===== src/sv/vde_pkg.sv =====
package vde_pkg;

    localparam int ELEM_W  = 16;
    localparam int SUM_W   = 48;
    localparam int ABS_W   = 32;
    localparam int CNT_W   = 13;
    localparam int DIST_W  = 46;
    localparam int FRAC_W  = 16;
    localparam int MET_W   = 3;
    localparam int PADDR_W = 3;
    localparam int PDATA_W = 32;
    localparam int ROOT_W  = 32;
    localparam int DEN_W   = 2 * ROOT_W;
    localparam int Q_W     = 16;

    // metric codes
    localparam logic [MET_W-1:0] MET_L2SQ = 3'd0;
    localparam logic [MET_W-1:0] MET_L2   = 3'd1;
    localparam logic [MET_W-1:0] MET_COS  = 3'd2;
    localparam logic [MET_W-1:0] MET_NIP  = 3'd3;
    localparam logic [MET_W-1:0] MET_L1   = 3'd4;
    localparam logic [MET_W-1:0] MET_HAM  = 3'd5;

    localparam logic [MET_W-1:0] METRIC_RESET = MET_L2;

    // register index (paddr[2])
    localparam logic REG_METRIC = 1'b0;

    localparam logic signed [SUM_W:0] ONE_Q16  = 49'sd65536;
    localparam logic signed [SUM_W:0] OUT_HIGH = 49'sd17592186044416;
    localparam logic signed [SUM_W:0] OUT_LOW  = -49'sd8796093022208;

    typedef enum logic [1:0] {
        SQ_SRC_DIFF,
        SQ_SRC_NA,
        SQ_SRC_NB
    } sq_src_t;

    typedef struct packed {
        logic    accept;
        logic    sq_start;
        sq_src_t sq_src;
        logic    save_ra;
        logic    mul_go;
        logic    div_start;
        logic    out_load;
    } vde_cmd_t;

    typedef struct packed {
        logic pipe_busy;
        logic sq_busy;
        logic div_busy;
    } vde_stat_t;

    function automatic logic signed [DIST_W-1:0] sat_dist(input logic signed [SUM_W:0] v);
        logic signed [SUM_W:0] r;
        begin
            if (v > OUT_HIGH)
            begin
                r = OUT_HIGH;
            end
            else if (v < OUT_LOW)
            begin
                r = OUT_LOW;
            end
            else
            begin
                r = v;
            end
            return r[DIST_W-1:0];
        end
    endfunction

endpackage


===== src/sv/vde_ctrl.sv =====
module vde_ctrl (
    input  logic                      clk,
    input  logic                      rst_n,
    input  logic [vde_pkg::MET_W-1:0] metric,
    input  logic                      in_valid,
    input  logic                      last_elem,
    output logic                      in_ready,
    output logic                      out_valid,
    input  logic                      out_ready,
    input  vde_pkg::vde_stat_t        stat,
    output vde_pkg::vde_cmd_t         cmd
);
    import vde_pkg::*;

    typedef enum logic [2:0] {
        S_RUN,
        S_FLUSH,
        S_SQ,
        S_SQA,
        S_SQB,
        S_DIVS,
        S_DIV,
        S_FIN
    } state_t;

    state_t state_reg;
    state_t state_next;
    logic   out_valid_reg;
    logic   out_valid_next;

    always_comb
    begin
        state_next = state_reg;
        cmd        = '0;
        cmd.accept = (state_reg == S_RUN) && in_valid;

        case (state_reg)
            S_RUN:
            begin
                if (in_valid && last_elem)
                begin
                    state_next = S_FLUSH;
                end
            end
            S_FLUSH:
            begin
                // wait until the last word has reached the sums
                if (!stat.pipe_busy)
                begin
                    case (metric)
                        MET_L2SQ, MET_NIP, MET_L1, MET_HAM:
                        begin
                            state_next = S_FIN;
                        end
                        MET_COS:
                        begin
                            cmd.sq_start = 1'b1;
                            cmd.sq_src   = SQ_SRC_NA;
                            state_next   = S_SQA;
                        end
                        default:
                        begin
                            cmd.sq_start = 1'b1;
                            cmd.sq_src   = SQ_SRC_DIFF;
                            state_next   = S_SQ;
                        end
                    endcase
                end
            end
            S_SQ:
            begin
                if (!stat.sq_busy)
                begin
                    state_next = S_FIN;
                end
            end
            S_SQA:
            begin
                if (!stat.sq_busy)
                begin
                    cmd.save_ra  = 1'b1;
                    cmd.sq_start = 1'b1;
                    cmd.sq_src   = SQ_SRC_NB;
                    state_next   = S_SQB;
                end
            end
            S_SQB:
            begin
                if (!stat.sq_busy)
                begin
                    cmd.mul_go = 1'b1;
                    state_next = S_DIVS;
                end
            end
            S_DIVS:
            begin
                cmd.div_start = 1'b1;
                state_next    = S_DIV;
            end
            S_DIV:
            begin
                if (!stat.div_busy)
                begin
                    state_next = S_FIN;
                end
            end
            S_FIN:
            begin
                if (!out_valid_reg || out_ready)
                begin
                    cmd.out_load = 1'b1;
                    state_next   = S_RUN;
                end
            end
            default:
            begin
                state_next = S_RUN;
            end
        endcase

        if (cmd.out_load)
        begin
            out_valid_next = 1'b1;
        end
        else if (out_ready)
        begin
            out_valid_next = 1'b0;
        end
        else
        begin
            out_valid_next = out_valid_reg;
        end
    end

    always_ff @(posedge clk or negedge rst_n)
    begin
        if (!rst_n)
        begin
            state_reg     <= S_RUN;
            out_valid_reg <= 1'b0;
        end
        else
        begin
            state_reg     <= state_next;
            out_valid_reg <= out_valid_next;
        end
    end

    assign in_ready  = (state_reg == S_RUN);
    assign out_valid = out_valid_reg;

endmodule

===== config.mk =====
export PLATFORM = sky130hd
export DESIGN_NAME = vde_ctrl
export DESIGN_NICKNAME = d
export VERILOG_FILES = /design/src/sv/vde_pkg.sv /design/src/sv/vde_ctrl.sv
export SDC_FILE = /design/constraint.sdc
export NUM_CORES = 1
export LEC_CHECK = 0
export BUFFER_PORTS_ARGS = -buffer_cell sky130_fd_sc_hd__buf_4
export CAP_MARGIN = 10
export CORE_AREA = 2 2 39 41
export DETAILED_ROUTE_END_ITERATION = 8
export DIE_AREA = 0 0 41 43
export SYNTH_ARGS = -nofsm -noshare
export SYNTH_HDL_FRONTEND = slang
export SYNTH_SLANG_ARGS = --single-unit
export TNS_END_PERCENT = 10

===== constraint.sdc =====
create_clock -name clk -period 4.7 [get_ports clk]
set_clock_uncertainty 0.1 [all_clocks]
set_input_delay 0.705 -clock clk [delete_from_list [all_inputs] [get_ports clk]]
set_output_delay 0.705 -clock clk [all_outputs]
set_load 0.005 [all_outputs]

**Word level (Yosys, flattened, before mapping)**

Cells that the tools add are included.
Widths: inputs -> output; s select.

- Mux-type cells: 21
- Equal/unequal tests: 18
- Reduce and logical (&&, ||, !) cells: 9

Operator list:

| kind | count |
|---|---|
| $mux 3 | 8 |
| $pmux 3 s8 | 1 |
| $eq 3x3->1 const B | 6 |
| $pmux 3 s2 | 3 |
| $eq 3x2->1 const B | 4 |
| $ne 2x2->1 const B | 6 |
| $mux 1 | 8 |
| $reduce_and 7->1 | 1 |
| $logic_not 3->1 | 2 |
| $mux 4 | 1 |
| $reduce_or 4->1 | 1 |
| $eq 3x1->1 const B | 1 |
| $logic_and 1x1->1 | 2 |
| $ne 2x1->1 const B | 1 |
| $reduce_bool 2->1 | 1 |
| $logic_not 1->1 | 1 |
| $logic_or 1x1->1 | 1 |

- Logic and storage cells: 50
- Flip-flop bits (word level): 4

**Depth between registers and ports, before layout**

- Depth in word-level cells: 5
- Gate-level depth with buffers: 5
- Depth with buffers taken out: 4

**Least setup slack after synthesis**

Ideal clock, no wire load.

- Kind: input to output
- Start point: input port stat[2] (netlist name)
- End point: output port cmd[4] (netlist name)
- Data arrival time: 1.306 ns
- Path slack: 2.589 ns
- Stages: 3
- Cell sequence: nor2b_1 nand2_1 nor4b_1

RTL lines:

| item | line | source |
|---|---|---|
| start: declaration | vde_ctrl.sv:10 | `input vde_pkg::vde_stat_t stat,` |
| end: declaration | vde_ctrl.sv:11 | `output vde_pkg::vde_cmd_t cmd` |

==> out/qor.yml <==
yosys_register_bits: 4
gp_congestion: 0.7492
post-place-cells: 80
ctsRootBufferMaster: "clkbuf_4"
clockBufferDepth: 2
die-width_microns: 41
num_antenna_cells: 0
r2r_cells: 4
overflow: 0
drive_gt1_share_pct: 41.79
pre_cts_slack_ps: 2264
grt_max_degree: 14
core_sq_um: 1384
grt_pass1_wl_microns: 1483
ant_nets: 0
regArea_sq_um: 100.1
synth_nets: 60
final_cell_mix: "20 x buf_4, 6 x nand2_1, 4 x nor2b_1, 4 x dfrtp_1"
initial_core_util_pct: 30.83
rows: 14
hold_buffers: 0
seqPwrFrac_pct: 33.2
routed_via_density: 4.831
ir_drop_mv: 0.1451
synthArstFlopShare_pct: 100.0
relSlewSlack_pct: 70.32
synth_edf_count: 0
synth.top_cells.by_area: "dfrtp_1 23%, nor4_4 10%, nor2b_1 5.9%, nand2_1 5.3%, nor3_4 3.8%"
worst_slew_pin_slew_ps: 445.2
synth_flop_cell: "dfrtp_1"
cts.sinks: 4
avgSynthCellArea_sq_um: 8.707
io_buffers: 20
post-cts-setup-buffers: 0
reg2reg_from: "state_reg[0]"
finalHoldViolations: 0
start_kind: "register"
switching_share_pct: 42.68
cp-end-kind: "output pin"
cts_tree: "built"
p_leak_nw: 0.2751
fmax_mhz: 400.2
io-pin-count: 21
dr.pass1.iters: 2
yosys_warnings: 0
htree_levels: 1
final_common_cell: "buf_4"
wl_microns: 887
clkLatencyLatePin_ps: 230
area_growth_pct: 36.66
synth_top_cell_by_area: "dfrtp_1"
fin_crit_sh_pct: 53.16
multi_input_area_sq_um: 279.0
fin_ws_ps: 2201
power_frac_clock_pct: 13.9
yosysSeqAreaShare_pct: 23.46
status: "finished, final reports clean"
place.detailed.hpwl_microns: 723.8
power_density_nw_per_um2: 514.0
fp.dieH_microns: 43
grt_pass1_vias: 387
drt_iter0_markers: 2
netlist_instances: 49
layout_min_cycle_time_ps: 2499
ff2ff_setup_slack_ps: 2900
num_vias: 401
crit_arrival_ps: 1690
drv_slew: 0
die-area_sq_um: 1763
netlist_area_sq_um: 426.7
final-instance-count-excl-fill: 83
total_power_uw: 299.7
p_switching_uw: 127.9
tns_ps: 0
yosysUniqueCellTypes: 29
clk_pin_slew_worst_paths_ps: 40
required_ps: 3890
final_nets: 80
p_int_uw: 171.8
final_util_pct: 42.13
fillCellCount: 147
synth_top_area_share_pct: 23.46
drv_cap: 0
cts_resized: 0
hp-class: "input pin to asynchronous set/reset pin"
crit_start: "state_reg[0]"
drc: 0
setup_viol: 0
grt_use_total_pct: 11.98
cts_buffers: 3
grt_setup_unrepaired: "false"
largest_register_ffs: 3
timing.rr.end: "state_reg[0]"
drt-wirelength-per-cell_microns: 10.69
grt_antenna_before_repair: 0
combinationalPowerShare_pct: 52.9
crit_type: "register to output pin"
crit_fanout: 13
-- critical path: stages, from the launching register on --
cell and delay, ps:
dfrtp_1 560, nor2b_1 360, nand2_1 120, nor4b_1 260, buf_4 160
-- layer usage --
| layer | up-vias | share of wire (%) | routed length, microns | global-route usage [%] |
|---|---|---|---|---|
| li1 | 205 | - | - | - |
| met4 | 0 | 2.4 | 21 | 6.000 |
| met1 | 178 | 45 | 395 | 15.26 |
| met5 | - | 0 | 0 | 0 |
| met2 | 16 | 46 | 406 | 19.69 |
| met3 | 2 | 7.1 | 63 | 0 |
-- power groups by stage --
| stage | logic, mW | clock network (mW) | registers (mW) |
|---|---|---|---|
| finish | 0.158 | 0.0418 | 0.0994 |
| CTS | 0.161 | 0.0434 | 0.0997 |
| global route | 0.179 | 0.0470 | 0.104 |
| global placement | 0.160 | 0 | 0.0995 |
| floorplan | 0.159 | 0 | 0.0604 |
| detailed placement | 0.161 | 0 | 0.100 |
-- cell type report --
class                   count  share of cell area [%]
clock buffers               3                   3.863
flip-flops and latches      4                   17.17
well taps                  16                   3.433
repair buffers             20                   25.75
multi-input cells          37                   47.85
inverters                   3                   1.931
-- worst max path at each step --
stage	depth (start not counted)	slack (ps)	endpoint
5_1_grt	4	2040	cmd[4]
3_3_place_gp	5	2300	cmd[4]
2_1_floorplan	3	2590	cmd[4]
3_5_place_dp	5	2260	cmd[4]
4_1_cts	4	2160	cmd[4]
6_report	4	2200	cmd[4]
-- stage by stage --
stage	hold slack (ps)	cell area [sq um]
floorplan	309.4	426.7
CTS	151.3	583.1
finish	155.4	583.1
global placement	401.3	560.5
global route	149.5	583.1
detailed placement	401.2	560.5
-- synth_stat cells, types with 2 or more instances --
| cell | count |
|---|---|
| buf_4 | 2 |
| a21oi_1 | 2 |
| nor3b_1 | 2 |
| nor2b_1 | 4 |
| nor3_1 | 2 |
| nor4_4 | 2 |
| dfrtp_1 | 4 |
| inv_1 | 3 |
| o21ai_0 | 2 |
| buf_2 | 2 |
| nand2_1 | 6 |
-- cell families after synthesis --
| logic type | synth area share, % |
|---|---|
| AOI/OAI and AO/OA | 9.973 |
| xor gates and xnor gates | 4.106 |
| buffers and inverters | 11.14 |
| DFF | 23.46 |
| muxes | 4.985 |
| and+or+nand+nor | 46.33 |
No activity file was read; power rests on OpenSTA's default activity.
